[src/design/pwlg_pkg.sv]
package pwlg_pkg;

  // table depth default and register map
  localparam int MaxPointsDef = 16;
  localparam int CountW       = 5;
  localparam int PaddrW       = 3;
  localparam int RegPointCount = 0;
  localparam logic [CountW-1:0] CountReset = CountW'(1);

  // divider: one quotient bit per step
  localparam int DivSteps = 32;
  localparam int DivCntW  = 5;

  typedef enum logic [0:0] {
    OP_LOAD = 1'b0,
    OP_EVAL = 1'b1
  } op_e;

  typedef struct packed {
    op_e                op;
    logic [3:0]         point_index;
    logic signed [31:0] point_x;
    logic signed [31:0] point_y;
    logic               point_x_null;
    logic               point_y_null;
    logic signed [31:0] sample_x;
    logic               sample_null;
  } item_t;

  typedef struct packed {
    logic signed [31:0] y_value;
    logic               y_null;
  } result_t;

  // one stored breakpoint
  typedef struct packed {
    logic signed [31:0] x;
    logic signed [31:0] y;
    logic               x_null;
    logic               y_null;
  } entry_t;

  typedef enum logic [7:0] {
    ST_IDLE   = 8'b0000_0001,
    ST_SCAN   = 8'b0000_0010,
    ST_CHECK  = 8'b0000_0100,
    ST_MUL_LO = 8'b0000_1000,
    ST_MUL_HI = 8'b0001_0000,
    ST_SUM    = 8'b0010_0000,
    ST_DIV    = 8'b0100_0000,
    ST_DONE   = 8'b1000_0000
  } state_e;

  // controller to datapath
  typedef struct packed {
    logic load_we;
    logic eval_start;
    logic scan_en;
    logic decide;
    logic mul_lo;
    logic mul_hi;
    logic sum;
    logic div_step;
    logic finish;
  } ctrl_t;

  // datapath to controller
  typedef struct packed {
    logic scan_done;
    logic need_div;
    logic div_done;
  } status_t;

endpackage

[src/design/pwlg_ctrl.sv]
module pwlg_ctrl
  import pwlg_pkg::*;
(
  input  logic    clk_i,
  input  logic    rst_ni,
  input  logic    start,
  input  op_e     op_i,
  input  status_t status_i,
  output logic    busy,
  output ctrl_t   ctrl_o
);

  state_e state_q, state_d;
  logic   accept;

  assign busy   = (state_q != ST_IDLE);
  assign accept = start && !busy;

  // next state
  always_comb begin
    state_d = state_q;
    case (state_q)
      ST_IDLE: begin
        if (accept && (op_i == OP_EVAL)) state_d = ST_SCAN;
      end
      ST_SCAN: begin
        if (status_i.scan_done) state_d = ST_CHECK;
      end
      ST_CHECK: begin
        state_d = status_i.need_div ? ST_MUL_LO : ST_DONE;
      end
      ST_MUL_LO: state_d = ST_MUL_HI;
      ST_MUL_HI: state_d = ST_SUM;
      ST_SUM:    state_d = ST_DIV;
      ST_DIV: begin
        if (status_i.div_done) state_d = ST_DONE;
      end
      ST_DONE:   state_d = ST_IDLE;
      default:   state_d = ST_IDLE;
    endcase
  end

  always_ff @(posedge clk_i or negedge rst_ni) begin
    if (!rst_ni) begin
      state_q <= ST_IDLE;
    end else begin
      state_q <= state_d;
    end
  end

  // commands
  always_comb begin
    ctrl_o            = '0;
    ctrl_o.load_we    = accept && (op_i == OP_LOAD);
    ctrl_o.eval_start = accept && (op_i == OP_EVAL);
    ctrl_o.scan_en    = (state_q == ST_SCAN);
    ctrl_o.decide     = (state_q == ST_CHECK);
    ctrl_o.mul_lo     = (state_q == ST_MUL_LO);
    ctrl_o.mul_hi     = (state_q == ST_MUL_HI);
    ctrl_o.sum        = (state_q == ST_SUM);
    ctrl_o.div_step   = (state_q == ST_DIV);
    ctrl_o.finish     = (state_q == ST_DONE);
  end

  // an accepted evaluate item starts the table scan
  a_eval_scan: assert property (@(posedge clk_i) disable iff (!rst_ni)
    (start && !busy && (op_i == OP_EVAL)) |=> (state_q == ST_SCAN))
    else $error("evaluate item did not start a scan");

  // a load item completes in its accept cycle
  a_load_idle: assert property (@(posedge clk_i) disable iff (!rst_ni)
    (start && !busy && (op_i == OP_LOAD)) |=> (state_q == ST_IDLE))
    else $error("load item made the block busy");

  // the divider runs until its last step
  a_div_hold: assert property (@(posedge clk_i) disable iff (!rst_ni)
    (state_q == ST_DIV && !status_i.div_done) |=> (state_q == ST_DIV))
    else $error("divide left early");

endmodule

[src/design/pwlg_dp.sv]
module pwlg_dp
  import pwlg_pkg::*;
#(
  parameter int MAX_POINTS = MaxPointsDef
) (
  input  logic              clk_i,
  input  logic              rst_ni,
  input  ctrl_t             ctrl_i,
  input  item_t             item_i,
  input  logic [CountW-1:0] point_count_i,
  output status_t           status_o,
  output logic              result_valid_o,
  output result_t           result_o
);

  localparam int IdxW = $clog2(MAX_POINTS);
  localparam int NumW = $clog2(MAX_POINTS + 1);
  localparam int CmpW = (NumW > CountW) ? NumW : CountW;

  // breakpoint table
  entry_t mem [MAX_POINTS];
  entry_t rdata_q;
  entry_t wentry;
  logic   wr_ok;

  // scan control
  logic [IdxW-1:0] cnt_q, pidx_q, last_q;
  logic            iss_done_q, rvld_q;
  logic            iss_active;
  logic [CmpW-1:0] pc_ext;
  logic [NumW-1:0] n_eff;

  // scan results
  logic signed [31:0] x_q;
  logic               null_q, found_q;
  logic signed [31:0] first_x_q, first_y_q, prev_x_q, prev_y_q;
  logic signed [31:0] lo_x_q, lo_y_q, hi_x_q, hi_y_q;
  logic               first_yn_q, prev_yn_q, lo_yn_q, hi_yn_q;

  // decision and arithmetic
  logic signed [31:0] base_q, base_d;
  logic               interp_q, interp_d, null_d;
  logic [31:0]        dx_q, span_q, mag_q;
  logic               neg_q;
  logic signed [32:0] dy;
  logic [32:0]        dy_abs;
  logic [15:0]        mul_b;
  logic [47:0]        mul_p, plo_q, phi_q;
  logic [63:0]        full;

  // divider
  logic [31:0]        rem_q, quo_q;
  logic [DivCntW-1:0] div_cnt_q;
  logic [32:0]        shifted, trial;

  // final sum
  logic signed [33:0] sum;
  logic signed [31:0] sat_val;
  result_t            res_q;
  logic               res_vld_q;

  // table write and registered read
  assign wr_ok  = ctrl_i.load_we && (32'(item_i.point_index) < 32'(MAX_POINTS));
  assign wentry = '{x: item_i.point_x, y: item_i.point_y,
                    x_null: item_i.point_x_null, y_null: item_i.point_y_null};

  always_ff @(posedge clk_i) begin
    if (wr_ok) begin
      mem[IdxW'(item_i.point_index)] <= wentry;
    end
    rdata_q <= mem[cnt_q];
  end

  // breakpoints in use, clamped to the table
  always_comb begin
    pc_ext = CmpW'(point_count_i);
    if (pc_ext == '0) begin
      n_eff = NumW'(1);
    end else if (pc_ext > CmpW'(MAX_POINTS)) begin
      n_eff = NumW'(MAX_POINTS);
    end else begin
      n_eff = NumW'(pc_ext);
    end
  end

  assign iss_active = ctrl_i.scan_en && !iss_done_q;

  // scan read sequencing
  always_ff @(posedge clk_i or negedge rst_ni) begin
    if (!rst_ni) begin
      cnt_q      <= '0;
      pidx_q     <= '0;
      last_q     <= '0;
      iss_done_q <= 1'b0;
      rvld_q     <= 1'b0;
    end else begin
      rvld_q <= iss_active;
      if (ctrl_i.eval_start) begin
        cnt_q      <= '0;
        pidx_q     <= '0;
        last_q     <= IdxW'(n_eff - NumW'(1));
        iss_done_q <= 1'b0;
      end else begin
        if (iss_active) begin
          if (cnt_q == last_q) begin
            iss_done_q <= 1'b1;
          end else begin
            cnt_q <= cnt_q + IdxW'(1);
          end
        end
        if (rvld_q) begin
          pidx_q <= pidx_q + IdxW'(1);
        end
      end
    end
  end

  // per-entry checks and segment capture
  always_ff @(posedge clk_i) begin
    if (ctrl_i.eval_start) begin
      x_q     <= item_i.sample_x;
      null_q  <= item_i.sample_null;
      found_q <= 1'b0;
    end else if (rvld_q) begin
      // null abscissa or abscissas not strictly increasing
      if (rdata_q.x_null || (pidx_q != '0 && (rdata_q.x <= prev_x_q))) begin
        null_q <= 1'b1;
      end
      if (pidx_q == '0) begin
        first_x_q  <= rdata_q.x;
        first_y_q  <= rdata_q.y;
        first_yn_q <= rdata_q.y_null;
      end
      if (pidx_q != '0 && !found_q && (x_q <= rdata_q.x)) begin
        found_q <= 1'b1;
        lo_x_q  <= prev_x_q;
        lo_y_q  <= prev_y_q;
        lo_yn_q <= prev_yn_q;
        hi_x_q  <= rdata_q.x;
        hi_y_q  <= rdata_q.y;
        hi_yn_q <= rdata_q.y_null;
      end
      prev_x_q  <= rdata_q.x;
      prev_y_q  <= rdata_q.y;
      prev_yn_q <= rdata_q.y_null;
    end else if (ctrl_i.decide) begin
      null_q <= null_d;
    end
  end

  // clamp or interpolate
  always_comb begin
    null_d   = null_q;
    interp_d = 1'b0;
    if (x_q <= first_x_q) begin
      base_d = first_y_q;
      null_d = null_q || first_yn_q;
    end else if (x_q >= prev_x_q) begin
      base_d = prev_y_q;
      null_d = null_q || prev_yn_q;
    end else begin
      base_d   = lo_y_q;
      interp_d = 1'b1;
      null_d   = null_q || lo_yn_q || hi_yn_q;
    end
  end

  assign dy     = {hi_y_q[31], hi_y_q} - {lo_y_q[31], lo_y_q};
  assign dy_abs = dy[32] ? 33'(-dy) : 33'(dy);

  // shared 32x16 multiplier, low half of the magnitude first, then the high half
  assign mul_b = ctrl_i.mul_hi ? mag_q[31:16] : mag_q[15:0];
  assign mul_p = 48'(dx_q) * 48'(mul_b);
  assign full  = 64'(plo_q) + {phi_q, 16'b0};

  // restoring divide step
  assign shifted = {rem_q, quo_q[31]};
  assign trial   = shifted - {1'b0, span_q};

  always_ff @(posedge clk_i) begin
    if (ctrl_i.decide) begin
      base_q   <= base_d;
      interp_q <= interp_d;
      dx_q     <= 32'(x_q - lo_x_q);
      span_q   <= 32'(hi_x_q - lo_x_q);
      mag_q    <= dy_abs[31:0];
      neg_q    <= dy[32];
    end
    if (ctrl_i.mul_lo) begin
      plo_q <= mul_p;
    end
    if (ctrl_i.mul_hi) begin
      phi_q <= mul_p;
    end
    if (ctrl_i.sum) begin
      rem_q     <= full[63:32];
      quo_q     <= full[31:0];
      div_cnt_q <= '0;
    end else if (ctrl_i.div_step) begin
      if (!trial[32]) begin
        rem_q <= trial[31:0];
      end else begin
        rem_q <= shifted[31:0];
      end
      quo_q     <= {quo_q[30:0], !trial[32]};
      div_cnt_q <= div_cnt_q + DivCntW'(1);
    end
  end

  // signed add or subtract of quotient and saturation
  always_comb begin
    if (neg_q) begin
      sum = {{2{base_q[31]}}, base_q} - $signed({2'b00, quo_q});
    end else begin
      sum = {{2{base_q[31]}}, base_q} + $signed({2'b00, quo_q});
    end
    if (sum[33:31] == 3'b000 || sum[33:31] == 3'b111) begin
      sat_val = sum[31:0];
    end else if (sum[33]) begin
      sat_val = 32'sh8000_0000;
    end else begin
      sat_val = 32'sh7fff_ffff;
    end
  end

  // output register
  always_ff @(posedge clk_i) begin
    if (ctrl_i.finish) begin
      res_q.y_null <= null_q;
      if (null_q) begin
        res_q.y_value <= '0;
      end else if (interp_q) begin
        res_q.y_value <= sat_val;
      end else begin
        res_q.y_value <= base_q;
      end
    end
  end

  always_ff @(posedge clk_i or negedge rst_ni) begin
    if (!rst_ni) begin
      res_vld_q <= 1'b0;
    end else begin
      res_vld_q <= ctrl_i.finish;
    end
  end

  assign result_valid_o     = res_vld_q;
  assign result_o           = res_q;
  assign status_o.scan_done = rvld_q && (pidx_q == last_q);
  assign status_o.need_div  = interp_d && !null_d;
  assign status_o.div_done  = ctrl_i.div_step && (div_cnt_q == DivCntW'(DivSteps - 1));

  // a result item follows each finish, and only then
  a_res_after_finish: assert property (@(posedge clk_i) disable iff (!rst_ni)
    res_vld_q |-> $past(ctrl_i.finish))
    else $error("result item without a finished evaluation");

  // null results carry a zero value
  a_null_zero: assert property (@(posedge clk_i) disable iff (!rst_ni)
    (res_vld_q && res_q.y_null) |-> (res_q.y_value == '0))
    else $error("null result with nonzero value");

  // partial remainder stays below the divisor
  a_rem_bound: assert property (@(posedge clk_i) disable iff (!rst_ni)
    ctrl_i.div_step |-> (rem_q < span_q))
    else $error("divider remainder out of range");

endmodule

[src/design/piecewise_linear_graph_unit.sv]
// Piecewise-linear graph unit. A load item (op = load) writes one breakpoint
// into the table in its accept cycle; busy stays low, so items may follow
// back to back. An evaluate item keeps busy high while it scans the table
// through its single registered read port, picks the segment, runs the 32x16
// multiplier over the low and then the high half, sums the halves, runs the
// divider that yields one quotient bit per cycle, and then saturates and
// registers the result. When the result is null or clamped to an end
// breakpoint the multiply and divide are skipped. The result item shows on
// result_o for exactly one cycle with result_valid_o high, the cycle busy
// drops; the receiver cannot stall it, and a new item may be started in that
// same cycle. point_count must be written over the APB port only while the
// block is idle; the block itself does not enforce this.
module piecewise_linear_graph_unit
  import pwlg_pkg::*;
#(
  parameter int MAX_POINTS = MaxPointsDef
) (
  input  logic              clk_i,
  input  logic              rst_ni,
  input  logic              start,
  output logic              busy,
  input  item_t             item_i,
  output logic              result_valid_o,
  output result_t           result_o,
  input  logic              psel,
  input  logic              penable,
  input  logic              pwrite,
  input  logic [PaddrW-1:0] paddr,
  input  logic [31:0]       pwdata,
  output logic [31:0]       prdata,
  output logic              pready
);

  logic [CountW-1:0] point_count_q;
  logic              reg_sel;
  ctrl_t             ctrl;
  status_t           status;

  // configuration register
  assign pready  = 1'b1;
  assign reg_sel = (32'(paddr[PaddrW-1:2]) == 32'(RegPointCount));

  always_ff @(posedge clk_i or negedge rst_ni) begin
    if (!rst_ni) begin
      point_count_q <= CountReset;
    end else if (psel && penable && pwrite && pready && reg_sel) begin
      point_count_q <= pwdata[CountW-1:0];
    end
  end

  assign prdata = reg_sel ? 32'(point_count_q) : '0;

  // sequencer
  pwlg_ctrl u_ctrl (
    .clk_i    (clk_i),
    .rst_ni   (rst_ni),
    .start    (start),
    .op_i     (item_i.op),
    .status_i (status),
    .busy     (busy),
    .ctrl_o   (ctrl)
  );

  // table, scan and arithmetic
  pwlg_dp #(
    .MAX_POINTS (MAX_POINTS)
  ) u_dp (
    .clk_i          (clk_i),
    .rst_ni         (rst_ni),
    .ctrl_i         (ctrl),
    .item_i         (item_i),
    .point_count_i  (point_count_q),
    .status_o       (status),
    .result_valid_o (result_valid_o),
    .result_o       (result_o)
  );

endmodule

[config.mk]
export PLATFORM = sky130hd
export DESIGN_NAME = piecewise_linear_graph_unit
export DESIGN_NICKNAME = d
export VERILOG_FILES = /design/src/design/pwlg_pkg.sv /design/src/design/pwlg_ctrl.sv /design/src/design/pwlg_dp.sv /design/src/design/piecewise_linear_graph_unit.sv
export SDC_FILE = /design/constraint.sdc
export NUM_CORES = 2
export LEC_CHECK = 0
export BUFFER_PORTS_ARGS = -buffer_cell sky130_fd_sc_hd__clkbuf_2
export CORE_MARGIN = 10
export CORE_UTILIZATION = 60
export CTS_BUF_LIST = sky130_fd_sc_hd__clkbuf_2 sky130_fd_sc_hd__clkbuf_4 sky130_fd_sc_hd__clkbuf_8
export CTS_CLUSTER_DIAMETER = 120
export DETAILED_ROUTE_END_ITERATION = 12
export HOLD_SLACK_MARGIN = 0.03
export PLACE_DENSITY = 0.77
export SLEW_MARGIN = 20
export SYNTH_ARGS = -nofsm -noshare
export SYNTH_HDL_FRONTEND = slang
export SYNTH_SLANG_ARGS = --single-unit
[constraint.sdc]
create_clock -name clk_i -period 15.8 [get_ports clk_i]
set_clock_uncertainty 0.2 [all_clocks]
set_input_delay 0.79 -clock clk_i [delete_from_list [all_inputs] [get_ports clk_i]]
set_output_delay 0.79 -clock clk_i [all_outputs]
set_load 0.05 [all_outputs]
Word-level counts from Yosys, hierarchy flattened --
Memory sizes are Yosys's and may differ from the RTL's. A register that Yosys moved wholly into a read port is not among the register bits. Cells that the tools add are included.
Cells by class: add/subtract/negate cells 12, multiply operators 1, order comparisons 5, eq/ne operators 18, multiplexer cells 39, bitwise gates (word level) 3, reduce and logical (&&, ||, !) cells 41
Operators with widths (number):
- $mux W32 | 11
- $le A32 B32 Y1 | 3
- $add A48 B64 Y64 | 1
- $sub A32 B32 Y32 | 2
- $pmux W8 S7 | 1
- $mul A32 B16 Y48 | 1
- $add A32 B33 Y34 | 1
- $mux W34 | 1
- $sub A32 B33 Y34 | 1
- $sub A32 B32 Y33 | 1
- $sub A33 B32 Y33 | 1
- $ge A32 B32 Y1 | 1
- $mux W8 | 4
- $neg A32 Y32 | 1
- $mux W4 | 7
- $mux W16 | 1
- $logic_and A1 B1 Y1 | 13
- $mux W1 | 13
- $reduce_and A2 Y1 | 5
- $reduce_and A3 Y1 | 3
- $add A4 B1 Y4 const B | 2
- $eq A4 B4 Y1 | 2
- $eq A8 B1 Y1 const B | 1
- $eq A8 B2 Y1 const B | 1
- 24 further kinds | 41
Storage, ports and cells: register bits after elaboration 650, bits in writable memories 1056, output and inout port bits 68, word-level logic and storage cells 156, memories kept 1
Memory list:
- u_dp.mem | depth 16, width 66, rd ports 1, clocked after Yosys merged registers in 1, wr ports 1, line pwlg_dp.sv:21 | entry_t mem [MAX_POINTS];

Logic depth before layout (Yosys ltp) --
depth in word-level cells 8, depth in mapped cells 33, mapped depth without buffers 30

Modules after synthesis --
From an unflattened synthesis, not the netlist that was laid out.
Unflattened totals: cells, all modules 6783, area total of the unflattened synthesis 95043.7 µm²
By module, submodules not included:
- pwlg_dp | times used 1, cells each 6686, area each 94077.7 µm², sequential area each 52024.9 µm²
- pwlg_ctrl | times used 1, cells each 51, area each 498.0 µm², sequential area each 201.4 µm²
- piecewise_linear_graph_unit | times used 1, cells each 46, area each 467.9 µm², sequential area each 126.4 µm²

Worst setup path after synthesis --
Ideal clock, no wire load.
kind input to register, from in item_i[103] (netlist name), to reg u_dp.hi_x_q[0] (enable), setup time 0.662 ns, arrival time 10.538 ns, required time 14.938 ns, slack 4.400 ns, cell stages on the path 5, buffers on the path 1, cells stage by stage and3_1 -> clkbuf_1 -> nor2_1 -> nand3b_1 -> a21oi_1
Between the ends: longest elaborated chain between the ends 3
Ends and longest elaborated chain:
- from (decl) | line piecewise_linear_graph_unit.sv:22 | input item_t item_i,
- $logic_and A1 B1 Y1 | line pwlg_ctrl.sv:55 | ctrl_o.eval_start = accept && (op_i == OP_EVAL);
- $not A1 Y1 (no source line)
- $reduce_and A3 Y1 (no source line)
- to (signal assigned) | line pwlg_dp.sv:139 | hi_x_q <= rdata_q.x;
- to (decl) | line pwlg_dp.sv:37 | logic signed [31:0] lo_x_q, lo_y_q, hi_x_q, hi_y_q;
No other way between the ends. A chain may end at the register's enable or synchronous reset.

Worst setup path after layout --
from reg u_ctrl.state_q[5], to reg u_dp.plo_q[44] (data pin)
Between the ends: longest elaborated chain between the ends 3
Ends and longest elaborated chain:
- from (decl) | line pwlg_ctrl.sv:13 | state_e state_q, state_d;
- from (signal assigned) | line pwlg_ctrl.sv:47 | state_q <= state_d;
- $eq A8 B5 Y1 | line pwlg_ctrl.sv:59 | ctrl_o.mul_hi = (state_q == ST_MUL_HI);
- $mux W16 | line pwlg_dp.sv:172 | assign mul_b = ctrl_i.mul_hi ? mag_q[31:16] : mag_q[15:0];
- $mul A32 B16 Y48 | line pwlg_dp.sv:173 | assign mul_p = 48'(dx_q) * 48'(mul_b);
- via u_dp.mul_p[44] | line pwlg_dp.sv:48 | logic [47:0] mul_p, plo_q, phi_q;
- to (signal assigned) | line pwlg_dp.sv:190 | plo_q <= mul_p;
- to (decl) | line pwlg_dp.sv:48
The timed path passes the listed nets, and every way through them passes these cells.

==> reports/results.txt <==
Status - finished clean
Clock network power share - 25.9%
HPWL after DPL - 150,000 µm
Hold path start - pwrite
H-tree depth - 5
MaxCap Viol Count - 0
Inserted Clock Buffers - 295
Met1 Use GR - 31.8%
Most common cell in the netlist - edfxtp_1
Clock-pin slew on the worst setup and hold paths - 0.06 ns
Dpl cells - 8,853
Final cell count without fillers - 9,469
Post-route setup TNS - 0 ns
Vias in the first global route - 58,900
Synth Register Bits - 1,772
Startpoint Class - register
Hold Crit Class - in2reg
Initial core utilization - 60.3%
Cell count of the worst hold path - 3
Pin count of the biggest net entering global routing - 102
Vias per cell - 5.97
Sequential fraction of the synthesis area - 55.6%
Worst slew pin tran - 1.16 ns
Top FF cell, synth - edfxtp_1
Unrepaired setup endpoints after global routing - no
Root Driver - clkbuf_8
EDFF count, synth - 1,672
Crit path arrival time - 10.20 ns
Worst-path maximum fanout - 32
CTS tree - built
Max clock buf depth - 4
Top cells by count, synth - edfxtp_1 (1,672), inv_1 (721), nand2_1 (587), ha_1 (447), fa_1 (424)
FF-to-FF path depth - 32
Logic pwr share - 33.8%
PD cells - 143 mW/mm²
Max-slew violation count - 0
Yosys synthesis warning count - 0
Port-buffer cells - 155
Total I/O pin count - 213
Sw Pwr - 4.87 mW
Routed Antenna Nets - 0
Period utilisation layout - 61.3%
Slowest stage delay, CP - 0.57 ns
DRT Pass-1 Iters - 6
Slew margin rel. - 21.7%
Slowest cell on crit path - fa_1
FMAX - 103 MHz
Worst IR Drop VDD - 139 µV
CTS sink cnt - 1,772
Core region area - 0.156 mm²
Reg power frac - 40.3%
Top post-synthesis cells by area - edfxtp_1 (53%), fa_1 (9.0%), mux4_2 (7.9%)
Fin crit period - 9.69 ns
Met2 GRT Util - 43.1%
Initial DRC count - 5,281
Wire per inst - 23.2 µm
# setup viols final - 0
Mapped Area - 0.0942 mm²
Yosys top cell area share - 53.3%
Pre-CTS setup slack - 6.14 ns
Area occupied by multi-input gates - 0.0383 mm²
Worst path most repeated cell - fa_1
CP required - 16.30 ns
Final count of hold timing violations - 0
R2R Path End - u_dp.plo_q[44]
Row count - 145
Die X-Extent - 416 µm
Netlist cell types - 96
PnR worst setup slack - 6.11 ns
Synth-to-Final Area Change - 10.4%
Cell-internal power - 10.1 mW
Classification of the worst setup path - reg2reg
First-pass GRT wire length - 339,000 µm
GR peak layer - met2
R2R Path Start - u_ctrl.state_q[5]
Syn avg cell area - 13.9 µm²
Met3 GRT Util - 5.60%
Final core utilization - 66.6%
Biggest area consumer among synthesized cells - edfxtp_1
Gpl congestion - 0.918
Drt total wl - 220,000 µm
Fillers - 10,600
Clk_lat worst skew - 1.00 ns
Layout net count - 8,213
Ys async rst share - 1.58%
Die area - 0.173 mm²
Post-CTS Resized - 0
Storage cell area - 0.0524 mm²
Post-Syn Instances - 6,795
Die height - 416 µm
GRT overflow - 0
Via count - 56,500
Setup slack, reg-to-reg - 6.11 ns
Initial antenna violation count - 17
Critical Path End Type - register
GRT Resource Usage Total - 25.3%
Sw Ratio - 32.6%
Worst Hold End - point_count_q[0]
Total leakage power - 39.9 nW
Share of cells above drive strength 1 - 15.1%
Drt drc - 0
-- worst max-delay path by stage --
stage,cells past startpoint,slack (ns),to,from
3_3_place_gp,32,6.29,u_dp.plo_q[44],u_ctrl.state_q[5]
4_1_cts,32,6.08,u_dp.plo_q[44],u_ctrl.state_q[5]
6_report,32,6.11,u_dp.plo_q[44],u_ctrl.state_q[5]
2_1_floorplan,5,4.40,u_dp.hi_x_q[0],item_i[103]
3_5_place_dp,32,6.14,u_dp.plo_q[44],u_ctrl.state_q[5]
5_1_grt,32,5.62,u_dp.plo_q[44],u_ctrl.state_q[5]
-- worst max-delay path: cells and delay by family (launching register included) --
kind,cells,cell delay (ns)
AOI/OAI and AO/OA,8,2.42
xor gates and xnor gates,1,0.11
adders and majority gates,7,3.37
buffers and inverters,8,1.18
DFF,1,0.44
and+or+nand+nor,8,1.63
-- timing repair --
| action | 4_1_cts | 5_1_grt |
|---|---|---|
| buffers inserted | 0 | 0 |
| hold buffers | 105 | 0 |
| endpoints found under the hold margin | 1122 | 0 |
-- registers in the layout (all words and copies together) (netlist names), 33 cells and up --
signal	count
u_dp.mem	1056
u_dp.rdata_q	66
u_dp.plo_q	48
u_dp.result_o	33
u_dp.phi_q	48
-- kinds of logic (layout without fill, tap and decap cells) --
family          after synthesis  in the layout  synth area share, %
mux                         369            369                 8.32
xor+xnor                    295            295                 2.75
other cells                   2             36              0.00797
flops                      1772           1772                 55.6
simple gates               1536           1536                 7.76
compound gates              963            963                 6.55
fa+ha+maj                   871            871                 15.0
buf+inv                     987           1569                 4.07
-- layout by cell type, fill, tap and decap left out, drive strengths merged, types with 69 or more instances in the layout --
cell | Yosys | routed
a211oi | 69 | 69
dlygate4sd3 | 0 | 105
dfxtp | 72 | 72
xor2 | 102 | 102
nand2 | 588 | 588
a21oi | 326 | 326
inv | 721 | 725
nor2 | 329 | 329
buf | 64 | 84
fa | 424 | 424
edfxtp | 1672 | 1672
xnor2 | 193 | 193
o21ai | 168 | 168
and2 | 226 | 226
mux4 | 330 | 330
clkinv | 1 | 83
ha | 447 | 447
clkbuf | 201 | 560
a21o | 163 | 163
-- layout make-up --
| cell class | instances | share of cell area, % |
|---|---|---|
| timing repair buffer | 344 | 2.37 |
| tap | 2058 | 2.48 |
| multi-input combinational | 4062 | 36.8 |
| antenna | 8 | 0.0192 |
| clock inverter | 98 | 0.541 |
| inverter | 722 | 2.61 |
| clock buffer | 405 | 4.83 |
| sequential | 1772 | 50.4 |
-- metal layers --
metal  vias up  share of wire [%]
met5         -              0.041
met4        14                3.5
met3       501                7.9
met2      2317                 50
met1     28300                 38
li1      25300                  -
-- per-stage QoR --
stage,total power [mW],hold WS (ns),area [µm²]
floorplan,9.75,0.221,94300
global placement,11.0,0.224,97300
detailed placement,11.1,0.237,97300
CTS,15.0,0.0397,104000
global route,15.8,0.111,104000
finish,14.9,0.133,104000
-- power by group through the flow --
stage / logic, mW / registers [mW] / clock network [mW]
global route: 5.59 / 6.04 / 4.15
detailed placement: 4.99 / 6.11 / 0
global placement: 4.86 / 6.10 / 0
CTS: 5.04 / 6.02 / 3.93
floorplan: 3.78 / 5.97 / 0
finish: 5.04 / 6.02 / 3.86
Note: power is estimated with default switching activity, not from simulation.
